`config.mk`:
```
export PLATFORM = sky130hd
export DESIGN_NAME = split_link_rx_sequence_keystate
export DESIGN_NICKNAME = d
export VERILOG_FILES = /design/src/slrsk_pkg.sv /design/src/split_link_rx_sequence_keystate.sv /design/src/slrsk_front.sv /design/src/slrsk_back.sv
export SDC_FILE = /design/constraint.sdc
export NUM_CORES = 2
export LEC_CHECK = 0
export BUFFER_PORTS_ARGS = -buffer_cell sky130_fd_sc_hd__buf_2
export CAP_MARGIN = 10
export CELL_PAD_IN_SITES_DETAIL_PLACEMENT = 0
export CELL_PAD_IN_SITES_GLOBAL_PLACEMENT = 1
export CORE_MARGIN = 3
export CORE_UTILIZATION = 50
export CTS_CLUSTER_DIAMETER = 120
export DETAILED_ROUTE_END_ITERATION = 10
export PLACE_DENSITY_LB_ADDON = 0.3
export SYNTH_ARGS = -nofsm -noshare
export SYNTH_HDL_FRONTEND = slang
export SYNTH_SLANG_ARGS = --single-unit
```
`constraint.sdc`:
```
create_clock -name aclk -period 10.3 [get_ports aclk]
set_input_delay 1.545 -clock aclk [delete_from_list [all_inputs] [get_ports aclk]]
set_output_delay 1.545 -clock aclk [all_outputs]
set_load 0.005 [all_outputs]
```
`src/slrsk_pkg.sv`:
```
// Package for the split link receive sequence and key state checker.
// Holds sizes, result and verdict codes and the front-to-back command type.
// No dependencies.
package slrsk_pkg;

    localparam int SOURCES       = 2;
    localparam int KEY_POSITIONS = 32;
    localparam int PEER_W        = 3;
    localparam int POS_W         = 6;
    localparam int PEERS_W       = (SOURCES > 1) ? $clog2(SOURCES) : 1;
    localparam int KP_W          = $clog2(KEY_POSITIONS);

    typedef enum logic [1:0] {
        RK_RELEASE    = 2'd0,
        RK_VERDICT    = 2'd1,
        RK_DISCONNECT = 2'd2
    } rkind_t;

    typedef enum logic [2:0] {
        VD_FORWARD  = 3'd0,
        VD_ACCEPTED = 3'd1,
        VD_DUP      = 3'd2,
        VD_OOO      = 3'd3,
        VD_BAD_SRC  = 3'd4,
        VD_BAD_PIPE = 3'd5
    } verdict_t;

    // Command handed from front to back
    typedef enum logic [1:0] {
        OP_BAD_SRC  = 2'd0,
        OP_BAD_PIPE = 2'd1,
        OP_DISC     = 2'd2,
        OP_PACKET   = 2'd3
    } op_t;

    typedef struct packed {
        op_t                op;
        logic [PEER_W-1:0]  peer;
        logic [31:0]        session_tag;
        logic [31:0]        sequence_req;
        logic               fwd;       // app event and transport active
        logic               key_track; // key event within tracked range
        logic [POS_W-1:0]   key_pos;
        logic               pressed;
    } cmd_t;

    typedef enum logic [2:0] {
        ST_IDLE,
        ST_CHECK,
        ST_RELEASE,
        ST_SEQ,
        ST_KEY,
        ST_EMIT
    } bst_t;

endpackage

```
`src/split_link_rx_sequence_keystate.sv`:
```
// Top level of the split link receive sequence and key state checker.
// Depends on slrsk_pkg, slrsk_front and slrsk_back.
//
//   channel   direction  handshake          contents
//   s_*       in         s_valid/s_ready    packet header or disconnect notice
//   m_*       out        m_valid/m_ready    release, verdict or disconnect done
//   cfg_*     in         cfg_we             transport_active
//
// A packet header steps the back sequencer through check, sequence, key and emit;
// a bad source or wrong pipe gets its verdict from the check step. A session change
// first walks the key bitmap to release held keys, and a disconnect walks it and
// then emits disconnect done; a released key does not slow the walk unless the
// result is stalled. A two-entry queue lets the front take headers while the
// back works. Reset clears all per-peer state at once; transport_active
// resets to 1. A stalled result holds the sequencer at its emitting step.
module split_link_rx_sequence_keystate (
    input  logic        aclk,
    input  logic        aresetn,
    input  logic        cfg_we,
    input  logic        cfg_wdata,
    input  logic        s_valid,
    output logic        s_ready,
    input  logic        s_kind,
    input  logic [7:0]  s_wire_source,
    input  logic [2:0]  s_pipe,
    input  logic [31:0] s_session_tag,
    input  logic [31:0] s_sequence_req,
    input  logic        s_is_app_event,
    input  logic        s_is_key_event,
    input  logic [7:0]  s_key_position,
    input  logic        s_pressed,
    output logic        m_valid,
    input  logic        m_ready,
    output logic [1:0]  m_result_kind,
    output logic [2:0]  m_peer,
    output logic [5:0]  m_release_position,
    output logic [2:0]  m_verdict,
    output logic [31:0] m_gap,
    output logic [31:0] m_received_count,
    output logic [31:0] m_gap_total,
    output logic [31:0] m_duplicate_count,
    output logic [31:0] m_reorder_count,
    output logic [31:0] m_session_change_count,
    output logic        m_last
);
    import slrsk_pkg::*;

    logic active_reg;
    logic q_valid, q_ready;
    cmd_t q_cmd;

    // Hold the configuration register
    always_ff @(posedge aclk) begin
        if (!aresetn) active_reg <= 1'b1;
        else if (cfg_we) active_reg <= cfg_wdata;
    end

    slrsk_front u_front (
        .aclk, .aresetn,
        .transport_active(active_reg),
        .s_valid, .s_ready, .s_kind, .s_wire_source, .s_pipe, .s_session_tag,
        .s_sequence_req, .s_is_app_event, .s_is_key_event, .s_key_position,
        .s_pressed,
        .q_valid, .q_ready, .q_cmd
    );

    slrsk_back u_back (
        .aclk, .aresetn,
        .q_valid, .q_ready, .q_cmd,
        .m_valid, .m_ready, .m_result_kind, .m_peer, .m_release_position,
        .m_verdict, .m_gap, .m_received_count, .m_gap_total,
        .m_duplicate_count, .m_reorder_count, .m_session_change_count, .m_last
    );
endmodule

```
`src/slrsk_front.sv`:
```
// Front part: accepts headers, classifies source and pipe, queues commands.
// Depends on slrsk_pkg.
module slrsk_front (
    input  logic                aclk,
    input  logic                aresetn,
    input  logic                transport_active,
    input  logic                s_valid,
    output logic                s_ready,
    input  logic                s_kind,
    input  logic [7:0]          s_wire_source,
    input  logic [2:0]          s_pipe,
    input  logic [31:0]         s_session_tag,
    input  logic [31:0]         s_sequence_req,
    input  logic                s_is_app_event,
    input  logic                s_is_key_event,
    input  logic [7:0]          s_key_position,
    input  logic                s_pressed,
    output logic                q_valid,
    input  logic                q_ready,
    output slrsk_pkg::cmd_t     q_cmd
);
    import slrsk_pkg::*;

    // Two-entry queue
    cmd_t       mem_reg [2];
    logic       wr_ptr_reg, rd_ptr_reg;
    logic [1:0] cnt_reg;
    cmd_t       cmd;
    logic       push, pop;

    // Classify the incoming header
    always_comb begin
        cmd = '0;
        cmd.peer = PEER_W'(s_wire_source - 8'd1);
        cmd.session_tag = s_session_tag;
        cmd.sequence_req = s_sequence_req;
        cmd.fwd = s_is_app_event & transport_active;
        cmd.key_track = s_is_key_event && (s_key_position < 8'(KEY_POSITIONS));
        cmd.key_pos = s_key_position[POS_W-1:0];
        cmd.pressed = s_pressed;
        if (s_wire_source == 8'd0 || s_wire_source > 8'(SOURCES)) begin
            cmd.op = OP_BAD_SRC;
            cmd.peer = '0;
        end else if (s_kind) begin
            cmd.op = OP_DISC;
        end else if ({5'd0, s_pipe} != s_wire_source) begin
            cmd.op = OP_BAD_PIPE;
        end else begin
            cmd.op = OP_PACKET;
        end
    end

    assign s_ready = (cnt_reg != 2'd2);
    assign push    = s_valid & s_ready;
    assign q_valid = (cnt_reg != 2'd0);
    assign pop     = q_valid & q_ready;
    assign q_cmd   = mem_reg[rd_ptr_reg];

    // Store transfer
    always_ff @(posedge aclk) begin
        if (push) mem_reg[wr_ptr_reg] <= cmd;
    end

    // Advance pointers
    always_ff @(posedge aclk) begin
        if (!aresetn) begin
            wr_ptr_reg <= 1'b0;
            rd_ptr_reg <= 1'b0;
            cnt_reg    <= 2'd0;
        end else begin
            if (push) wr_ptr_reg <= ~wr_ptr_reg;
            if (pop)  rd_ptr_reg <= ~rd_ptr_reg;
            cnt_reg <= cnt_reg + {1'b0, push} - {1'b0, pop};
        end
    end
endmodule

```
`src/slrsk_back.sv`:
```
// Back part: per-peer session, sequence, counters and key bitmap; emits results.
// Depends on slrsk_pkg.
module slrsk_back (
    input  logic                    aclk,
    input  logic                    aresetn,
    input  logic                    q_valid,
    output logic                    q_ready,
    input  slrsk_pkg::cmd_t         q_cmd,
    output logic                    m_valid,
    input  logic                    m_ready,
    output logic [1:0]              m_result_kind,
    output logic [2:0]              m_peer,
    output logic [5:0]              m_release_position,
    output logic [2:0]              m_verdict,
    output logic [31:0]             m_gap,
    output logic [31:0]             m_received_count,
    output logic [31:0]             m_gap_total,
    output logic [31:0]             m_duplicate_count,
    output logic [31:0]             m_reorder_count,
    output logic [31:0]             m_session_change_count,
    output logic                    m_last
);
    import slrsk_pkg::*;

    // Per-peer state
    logic        ses_known_reg  [SOURCES];
    logic        seq_known_reg  [SOURCES];
    logic [31:0] cur_ses_reg    [SOURCES];
    logic [31:0] last_seq_reg   [SOURCES];
    logic [31:0] rx_reg         [SOURCES];
    logic [31:0] gtot_reg       [SOURCES];
    logic [31:0] dup_reg        [SOURCES];
    logic [31:0] ooo_reg        [SOURCES];
    logic [31:0] sesc_reg       [SOURCES];
    logic [KEY_POSITIONS-1:0] held_reg [SOURCES];

    bst_t                 st_reg, st_next;
    cmd_t                 cmd_reg;
    logic [KP_W:0]        walk_reg, walk_next;
    logic [31:0]          gap_reg, gap_next;
    verdict_t             vd_reg, vd_next;

    // Output register
    logic                 ov_reg, ov_next;
    logic [1:0]           ork_reg, ork_next;
    logic [2:0]           opeer_reg, opeer_next;
    logic [5:0]           opos_reg, opos_next;
    logic [2:0]           ovd_reg, ovd_next;
    logic [31:0]          ogap_reg, ogap_next;
    logic                 ocnt_next, ocnt_reg;
    logic                 olast_reg, olast_next;

    logic [PEERS_W-1:0]   p;
    logic                 out_free;
    logic                 held_bit;
    logic                 cnt_update;

    assign p        = cmd_reg.peer[PEERS_W-1:0];
    assign out_free = !ov_reg || m_ready;
    assign held_bit = held_reg[p][walk_reg[KP_W-1:0]];

    // Control sequencer
    always_comb begin
        st_next    = st_reg;
        walk_next  = walk_reg;
        gap_next   = gap_reg;
        vd_next    = vd_reg;
        q_ready    = 1'b0;
        ov_next    = ov_reg && !m_ready;
        ork_next   = ork_reg;
        opeer_next = opeer_reg;
        opos_next  = opos_reg;
        ovd_next   = ovd_reg;
        ogap_next  = ogap_reg;
        ocnt_next  = ocnt_reg;
        olast_next = olast_reg;
        cnt_update = 1'b0;
        unique case (st_reg)
            ST_IDLE: begin
                q_ready = 1'b1;
                if (q_valid) st_next = ST_CHECK;
            end
            ST_CHECK: begin
                walk_next = '0;
                unique case (cmd_reg.op)
                    OP_BAD_SRC, OP_BAD_PIPE: begin
                        if (out_free) begin
                            ov_next = 1'b1; ork_next = RK_VERDICT;
                            opeer_next = cmd_reg.peer; opos_next = '0;
                            ovd_next = (cmd_reg.op == OP_BAD_SRC) ? VD_BAD_SRC : VD_BAD_PIPE;
                            ogap_next = '0; ocnt_next = 1'b0; olast_next = 1'b1;
                            st_next = ST_IDLE;
                        end
                    end
                    OP_DISC: st_next = ST_RELEASE;
                    OP_PACKET: begin
                        if (ses_known_reg[p] && cur_ses_reg[p] != cmd_reg.session_tag)
                            st_next = ST_RELEASE;
                        else
                            st_next = ST_SEQ;
                    end
                    default: st_next = ST_IDLE;
                endcase
            end
            ST_RELEASE: begin
                if (walk_reg == (KP_W+1)'(KEY_POSITIONS)) begin
                    if (cmd_reg.op == OP_DISC) begin
                        if (out_free) begin
                            ov_next = 1'b1; ork_next = RK_DISCONNECT;
                            opeer_next = cmd_reg.peer; opos_next = '0; ovd_next = '0;
                            ogap_next = '0; ocnt_next = 1'b0; olast_next = 1'b1;
                            st_next = ST_IDLE;
                        end
                    end else begin
                        st_next = ST_SEQ;
                    end
                end else if (!held_bit) begin
                    walk_next = walk_reg + 1'b1;
                end else if (out_free) begin
                    ov_next = 1'b1; ork_next = RK_RELEASE;
                    opeer_next = cmd_reg.peer; opos_next = POS_W'(walk_reg);
                    ovd_next = '0; ogap_next = '0; ocnt_next = 1'b0; olast_next = 1'b0;
                    walk_next = walk_reg + 1'b1;
                end
            end
            ST_SEQ: begin
                gap_next = '0;
                cnt_update = 1'b1;
                if (!seq_known_reg[p]) begin
                    vd_next = cmd_reg.fwd ? VD_FORWARD : VD_ACCEPTED;
                end else if (cmd_reg.sequence_req == last_seq_reg[p]) begin
                    vd_next = VD_DUP;
                end else if (cmd_reg.sequence_req > last_seq_reg[p]) begin
                    gap_next = cmd_reg.sequence_req - last_seq_reg[p] - 32'd1;
                    vd_next = cmd_reg.fwd ? VD_FORWARD : VD_ACCEPTED;
                end else begin
                    vd_next = VD_OOO;
                end
                st_next = ST_KEY;
            end
            ST_KEY: begin
                // Inject a release when a held key is pressed again in a forwarded event
                if (vd_reg == VD_FORWARD && cmd_reg.key_track && cmd_reg.pressed
                    && held_reg[p][cmd_reg.key_pos[KP_W-1:0]]) begin
                    if (out_free) begin
                        ov_next = 1'b1; ork_next = RK_RELEASE;
                        opeer_next = cmd_reg.peer; opos_next = cmd_reg.key_pos;
                        ovd_next = '0; ogap_next = '0; ocnt_next = 1'b0; olast_next = 1'b0;
                        st_next = ST_EMIT;
                    end
                end else begin
                    st_next = ST_EMIT;
                end
            end
            ST_EMIT: begin
                if (out_free) begin
                    ov_next = 1'b1; ork_next = RK_VERDICT;
                    opeer_next = cmd_reg.peer; opos_next = '0; ovd_next = vd_reg;
                    ogap_next = gap_reg; ocnt_next = 1'b1; olast_next = 1'b1;
                    st_next = ST_IDLE;
                end
            end
            default: st_next = ST_IDLE;
        endcase
    end

    // Hold control and output state
    always_ff @(posedge aclk) begin
        if (!aresetn) begin
            st_reg <= ST_IDLE;
            ov_reg <= 1'b0;
        end else begin
            st_reg <= st_next;
            ov_reg <= ov_next;
        end
    end

    always_ff @(posedge aclk) begin
        if (st_reg == ST_IDLE && q_valid) cmd_reg <= q_cmd;
        walk_reg  <= walk_next;
        gap_reg   <= gap_next;
        vd_reg    <= vd_next;
        ork_reg   <= ork_next;
        opeer_reg <= opeer_next;
        opos_reg  <= opos_next;
        ovd_reg   <= ovd_next;
        ogap_reg  <= ogap_next;
        ocnt_reg  <= ocnt_next;
        olast_reg <= olast_next;
    end

    // Update per-peer state
    always_ff @(posedge aclk) begin
        if (!aresetn) begin
            for (int i = 0; i < SOURCES; i++) begin
                ses_known_reg[i] <= 1'b0; seq_known_reg[i] <= 1'b0;
                cur_ses_reg[i] <= '0; last_seq_reg[i] <= '0;
                rx_reg[i] <= '0; gtot_reg[i] <= '0; dup_reg[i] <= '0;
                ooo_reg[i] <= '0; sesc_reg[i] <= '0; held_reg[i] <= '0;
            end
        end else begin
            unique case (st_reg)
                ST_CHECK: begin
                    if (cmd_reg.op == OP_DISC) begin
                        seq_known_reg[p] <= 1'b0;
                    end else if (cmd_reg.op == OP_PACKET &&
                                 (!ses_known_reg[p] ||
                                  cur_ses_reg[p] != cmd_reg.session_tag)) begin
                        if (ses_known_reg[p]) sesc_reg[p] <= sesc_reg[p] + 32'd1;
                        ses_known_reg[p] <= 1'b1;
                        seq_known_reg[p] <= 1'b0;
                        cur_ses_reg[p]   <= cmd_reg.session_tag;
                    end
                end
                ST_RELEASE: begin
                    if (walk_reg == (KP_W+1)'(KEY_POSITIONS)) held_reg[p] <= '0;
                end
                ST_SEQ: begin
                    if (cnt_update) begin
                        rx_reg[p] <= rx_reg[p] + 32'd1;
                        if (!seq_known_reg[p]) begin
                            seq_known_reg[p] <= 1'b1;
                            last_seq_reg[p]  <= cmd_reg.sequence_req;
                        end else if (cmd_reg.sequence_req == last_seq_reg[p]) begin
                            dup_reg[p] <= dup_reg[p] + 32'd1;
                        end else if (cmd_reg.sequence_req > last_seq_reg[p]) begin
                            gtot_reg[p] <= gtot_reg[p] + gap_next;
                            last_seq_reg[p] <= cmd_reg.sequence_req;
                        end else begin
                            ooo_reg[p] <= ooo_reg[p] + 32'd1;
                        end
                    end
                end
                ST_KEY: begin
                    if (st_next == ST_EMIT && vd_reg == VD_FORWARD && cmd_reg.key_track)
                        held_reg[p][cmd_reg.key_pos[KP_W-1:0]] <= cmd_reg.pressed;
                end
                default: ;
            endcase
        end
    end

    // Counter snapshot on verdicts
    logic [31:0] c_rx_reg, c_gt_reg, c_dup_reg, c_ooo_reg, c_ses_reg;
    always_ff @(posedge aclk) begin
        if (st_reg == ST_EMIT && out_free) begin
            c_rx_reg <= rx_reg[p]; c_gt_reg <= gtot_reg[p]; c_dup_reg <= dup_reg[p];
            c_ooo_reg <= ooo_reg[p]; c_ses_reg <= sesc_reg[p];
        end
    end

    assign m_valid                = ov_reg;
    assign m_result_kind          = ork_reg;
    assign m_peer                 = opeer_reg;
    assign m_release_position     = opos_reg;
    assign m_verdict              = ovd_reg;
    assign m_gap                  = ogap_reg;
    assign m_received_count       = ocnt_reg ? c_rx_reg  : '0;
    assign m_gap_total            = ocnt_reg ? c_gt_reg  : '0;
    assign m_duplicate_count      = ocnt_reg ? c_dup_reg : '0;
    assign m_reorder_count        = ocnt_reg ? c_ooo_reg : '0;
    assign m_session_change_count = ocnt_reg ? c_ses_reg : '0;
    assign m_last                 = olast_reg;
endmodule

```
# == Yosys cells after proc, flatten, opt, wreduce, memory -nomap -nowiden ==
# Memory sizes are Yosys's and may differ from the RTL's. A register that Yosys moved wholly into a read port is not among the register bits.
# Index checks and enable logic that the tools add are counted.
# word_totals
ff_bits,258
mem_bits_rw,672
input_bits,93
output_inout_bits,209
word_cells,380
memories,11
# classes
addsub,11
order_cmp,6
n_eq_ne,25
muxes,224
bitwise,40
reduce_logical,42
# mem_list
memory,depth,word_bits,rd,rd_clocked_by_memory_dff,write_ports,line,text
u_front.mem_reg,2,78,1,1,1,slrsk_front.sv:25,cmd_t mem_reg [2];
u_back.cur_ses_reg,2,32,1,0,2,slrsk_back.sv:28,logic [31:0] cur_ses_reg [SOURCES];
u_back.dup_reg,2,32,1,0,2,slrsk_back.sv:32,logic [31:0] dup_reg [SOURCES];
u_back.gtot_reg,2,32,1,0,2,slrsk_back.sv:31,logic [31:0] gtot_reg [SOURCES];
u_back.held_reg,2,32,1,0,2,slrsk_back.sv:35,logic [KEY_POSITIONS-1:0] held_reg [SOURCES];
u_back.last_seq_reg,2,32,1,0,2,slrsk_back.sv:29,logic [31:0] last_seq_reg [SOURCES];
+5 memories,n/a,n/a,n/a,n/a,n/a,n/a,
# op_table
op,count
2-to-1 mux 32 bit,27
OR reduction 32 bit,8
2-to-1 mux 1 bit,137
adder 32 x 1 -> 32 bit (second input constant),4
case mux 32 bit (4 select lines),1
2-to-1 mux 3 bit,24
2-to-1 mux 6 bit,11
OR 1 bit,35
adder 32 bit,1
equality test 32 bit,1
> comparator 32 bit,1
!= test 32 bit,1
subtractor 32 x 1 -> 32 bit (second input constant),1
subtractor 32 bit,1
case mux 3 bit (4 select lines),2
case mux 6 bit (4 select lines),1
2-to-1 mux 2 bit,11
case mux 3 bit (6 select lines),1
AND reduction 7 bit,2
logical AND 1 bit,12
less-than comparator 5 x 6 -> 1 bit (second input constant),2
case mux 1 bit (4 select lines),3
case mux 6 bit (2 select lines),1
AND reduction 6 bit,2
35 further kinds,58

# == Logic depth before layout (Yosys ltp) ==
# logic_depth
ltp_word,16
ltp_mapped,35
depth_no_buf,22

# == Cells and area by module ==
# From an unflattened synthesis, not the netlist that was laid out.
# unflattened
cells_unflattened,3551
area_unflattened_um2,46851.2
# by_module_without_submodules
module,instances,cells_per_inst,area_each_um2,seq_area_each_um2
slrsk_back,1,3262,40759.1,25024.0
slrsk_front,1,286,6058.3,4784.6
split_link_rx_sequence_keystate,1,3,33.8,20.0

# == Worst setup path after synthesis ==
# OpenSTA, ideal clock, no wires.
# synth_path
kind,reg2reg
from,register u_back.cmd_reg[73] (netlist name)
to,"memory u_back.last_seq_reg[0][0], enable pin"
setup_ns,0.466
arrival_ns,6.906
required_ns,9.834
setup_slack_ns,2.928
path_stages_with_launch,25
n_path_buf,14
period_less_slack_ns,7.372
cell_sequence,edfxtp_1 > buf_6 > buf_12 > buf_8 > buf_6 > buf_6 > buf_4 > buf_2 > buf_2 > buf_2 > buf_2 > buf_2 > buf_2 > mux2i_1 > ha_1 > and4_1 > clkbuf_1 > and4_1 > and4_1 > or2_2 > nor2_1 > and2_1 > clkbuf_1 > nor2_1 > o21ai_0
# synth_lines
item,line
"end, declared",slrsk_back.sv:29

==> impl_metrics.toml <==
[yosys]
synth.ff_latch_count = 1007
synth_area_mm2 = 0.0468
synthesis.instances = 3591
synth_nets = 3761
yosysSeqAreaShare_pct = 63.6
synth-main-ff-cell = "edfxtp_1"
ys_top_cells_by_area = "edfxtp_1 62%, mux2_2 4.2%, nor2_1 3.9%, and2_1 3.2%, xnor2_1 2.8%"
synth.distinct_cells = 76
syn_area_per_cell_um2 = 13.0
yosysWarnings = 0
synth_enable_flop_cells = 962
synth_top_area_share_pct = 61.7
synth_top_area_cell = "edfxtp_1"
async_flop_share_pct = 0

[critical_path]
crit_type = "flop to flop"
worst_path_dominant_cell_family = "compound AO/OA/AOI/OAI gates"
cpPeakStageDelay_ns = 0.63
r2r_cells = 19
cp.depth = 19
cp_max_fo = 112
worstPathRequired_ns = 10.71
critical_path.cell_chain = "buf_12 -> mux2i_1 -> ha_1 -> nand4_1 -> nor4_1 -> a221oi_1 -> o221ai_1 -> nand2_1 -> o21ai_0 -> ha_1 -> a21oi_1 -> o21ai_0 -> a311oi_1 -> a21oi_1 -> a311oi_1 -> a211o_1 -> xnor2_1 -> xnor2_1 -> nor2_1"
cp_slowest_cell = "nand2_1"
cp.arrival_ns = 7.26
end_kind = "flop"
cp-start-kind = "flop"
cp_num_buf_inv = 1

[clock_tree]
cts_tree = "done"
cts-resized-gates = 0
path_clk_slew_ns = 0.06
clk_path_buf_depth = 3
cts_setup_buffers = 0
holdBufCountCts = 0
cts-root-buf = "clkbuf_16"
clkSinkCount = 1007
htreeDepth = 3
clock_latency_ns = 0.68
cts_buffers = 105

[detailed_routing]
num_vias = 28600
dr.pass1.iters = 5
drc = 0
vias_per_cell = 5.50
routed_wl_um = 104000
ant_nets = 0
routedWlPerCell_um = 19.9
drt_first_iter_violations = 2165

[place]
dp_cells = 4999
placed_area_mm2 = 0.0494
port_buffers = 301
hpwl_um = 68200
place_congestion = 0.844

[layout]
final_util_pct = 57.5
layout.cells.non_filler = 5204
drive_gt1_share_pct = 19.3
layout.nets = 4033
fin_area_mm2 = 0.0530
fillers = 7552
largest_reg_flops = 156
syn_to_final_growth_pct = 13.2

[power_and_ir_drop]
ir_drop_v = 0.000209
power.share.clock_pct = 30.4
p_switching_uw = 3930
p_int_uw = 8670
power_density_mw_per_mm2 = 238
power_frac_seq_pct = 42.6
switching_share_pct = 31.2
comb_power_share_pct = 27.0
power.leakage_uw = 0.0199

[sta]
fmax_ghz = 0.146
slew_violations = 0
tightestPinTransition_ns = 1.11
finalHoldViolCount = 0
rsz0062_at_grt = "false"
skew_ns = 0.0221
setup_tns_ns = 0
setup_viol = 0
fin_crit_sh_pct = 66.6
period_needed_ns = 6.86
maxSlewHeadroom_pct = 26.2

[floorplanning]
die_x_um = 312
core_area_mm2 = 0.0922
ioPinCount = 302
die_y_um = 312
core.rowCount = 111
start_util_pct = 50.8
design.die.area_mm2 = 0.0973

[global_routing]
grt_overflow = 0
grt_util_all_layers_pct = 21.0
antenna_found_initial = 7
grt_pass1_wl_um = 160000
grt_max_degree = 113
grt_pass1_vias = 28500

[min_path]
min_path_cells = 0
worst_hold_path_type = "flop to flop"

[status]
outcome = "finished, final reports clean"

[run]
cap_violations = 0
## area by class of cell
| cell class | count | area [um^2] | area share [%] |
|---|---|---|---|
| inverters | 103 | 387 | 0.729 |
| well taps | 1243 | 1560 | 2.93 |
| flip-flops and latches | 1007 | 29800 | 56.2 |
| clock buffers | 137 | 2880 | 5.43 |
| diodes | 6 | 15.0 | 0.0283 |
| multi-input cells | 2302 | 15900 | 29.9 |
| repair buffers | 344 | 1840 | 3.47 |
| clock inverters | 62 | 658 | 1.24 |
## synthesized netlist by cell type (all sizes together) (6+ instances only)
cell type / instances
and3: 118
mux2: 175
a21o: 52
a211o: 8
edfxtp: 962
o21ai: 135
nor3: 32
clkbuf: 129
nor4: 11
a21oi: 89
a222oi: 7
nor2b: 37
nand3b: 24
nor3b: 6
a21boi: 6
nor2: 495
dfxtp: 45
a221oi: 12
a211oi: 18
ha: 75
and4: 7
nand2: 191
a31oi: 9
inv: 103
a32o: 15
xor2: 64
or3: 8
mux4: 38
mux2i: 114
xnor2: 151
nand4: 16
and2: 238
nand2b: 12
a22oi: 6
o21bai: 7
buf: 50
nand3: 64
o21a: 11
## power groups by stage
| stage | registers [uW] | logic [uW] | clock network [uW] |
|---|---|---|---|
| 2_1_floorplan | 5310 | 2520 | 0 |
| 3_3_place_gp | 5440 | 3390 | 0 |
| 3_5_place_dp | 5450 | 3400 | 0 |
| 4_1_cts | 5370 | 3420 | 3920 |
| 5_1_grt | 5410 | 3730 | 4080 |
| 6_report | 5360 | 3400 | 3840 |
## layer usage
metal | vias up | global-route usage [%] | part of all wire (%)
li1 | 13600 | - | -
met3 | 157 | 3.73 | 5.6
met4 | 4 | 5.71 | 2.3
met1 | 14100 | 28.7 | 44
met5 | - | 0 | 0.023
met2 | 737 | 34.9 | 48
## logic make-up after synthesis
family,Yosys count,share of synthesized area [%]
simple gates,1269,13.4
flops,1007,63.6
compound gates,414,5.77
mux,327,8.51
buf+inv,282,2.59
xor+xnor,215,4.02
fa+ha+maj,77,2.09
## cells in the final DEF, fill, tap and decap left out, types with 8 or more instances in the layout
cell type    n
a21o_1      52
edfxtp_1   962
nand2b_1    11
clkinv_2    26
mux2i_1    114
nor4_1      10
o21ai_0    134
nor3_1      28
xnor2_1    151
clkbuf_8    11
a31oi_1      9
xor2_1      64
a211oi_1    16
and2_1     238
nand4_1     15
ha_1        75
mux4_2      34
o21a_1      11
clkbuf_1    20
and3_1     116
a32o_1      15
nand3_1     62
buf_4       42
nor2b_1     37
nand2_1    185
inv_1      103
bufinv_16   11
buf_2      301
clkinv_1     9
dfxtp_1     44
mux2_2     175
nand3b_1    23
a21oi_1     88
nor2_1     489
clkbuf_16  106
a211o_1      8
## worst paths after layout
check                                                            end                    startpoint  slack [ns]
worst max-delay path            u_back.gtot_reg[0][31]$_SDFFCE_PN0P_  u_back.cmd_reg[73]$_DFFE_PP_        3.44
worst min-delay path                      u_back.m_peer[2]$_DFFE_PP_  u_back.cmd_reg[75]$_DFFE_PP_        0.42
worst max register to register  u_back.gtot_reg[0][31]$_SDFFCE_PN0P_  u_back.cmd_reg[73]$_DFFE_PP_        3.44
worst min register to register            u_back.m_peer[2]$_DFFE_PP_  u_back.cmd_reg[75]$_DFFE_PP_        0.42
## stage by stage
step	hold slack (ns)	power (uW)	worst slack (ns)
floorplan	0.400	7830	2.93
global placement	0.404	8830	3.61
detailed placement	0.407	8850	3.47
CTS	0.421	12700	3.49
global route	0.440	13200	2.94
finish	0.419	12600	3.44
## worst reg2reg max path: stages (launching register included)
cell and delay (ns):
edfxtp_1 0.39, buf_12 0.53, mux2i_1 0.36, ha_1 0.46, nand4_1 0.17, nor4_1 0.56, a221oi_1 0.23, o221ai_1 0.40
nand2_1 0.63, o21ai_0 0.46, ha_1 0.35, a21oi_1 0.26, o21ai_0 0.15, a311oi_1 0.39, a21oi_1 0.15, a311oi_1 0.50
a211o_1 0.22, xnor2_1 0.13, xnor2_1 0.17, nor2_1 0.06
Power figures use the tool's default switching activity.
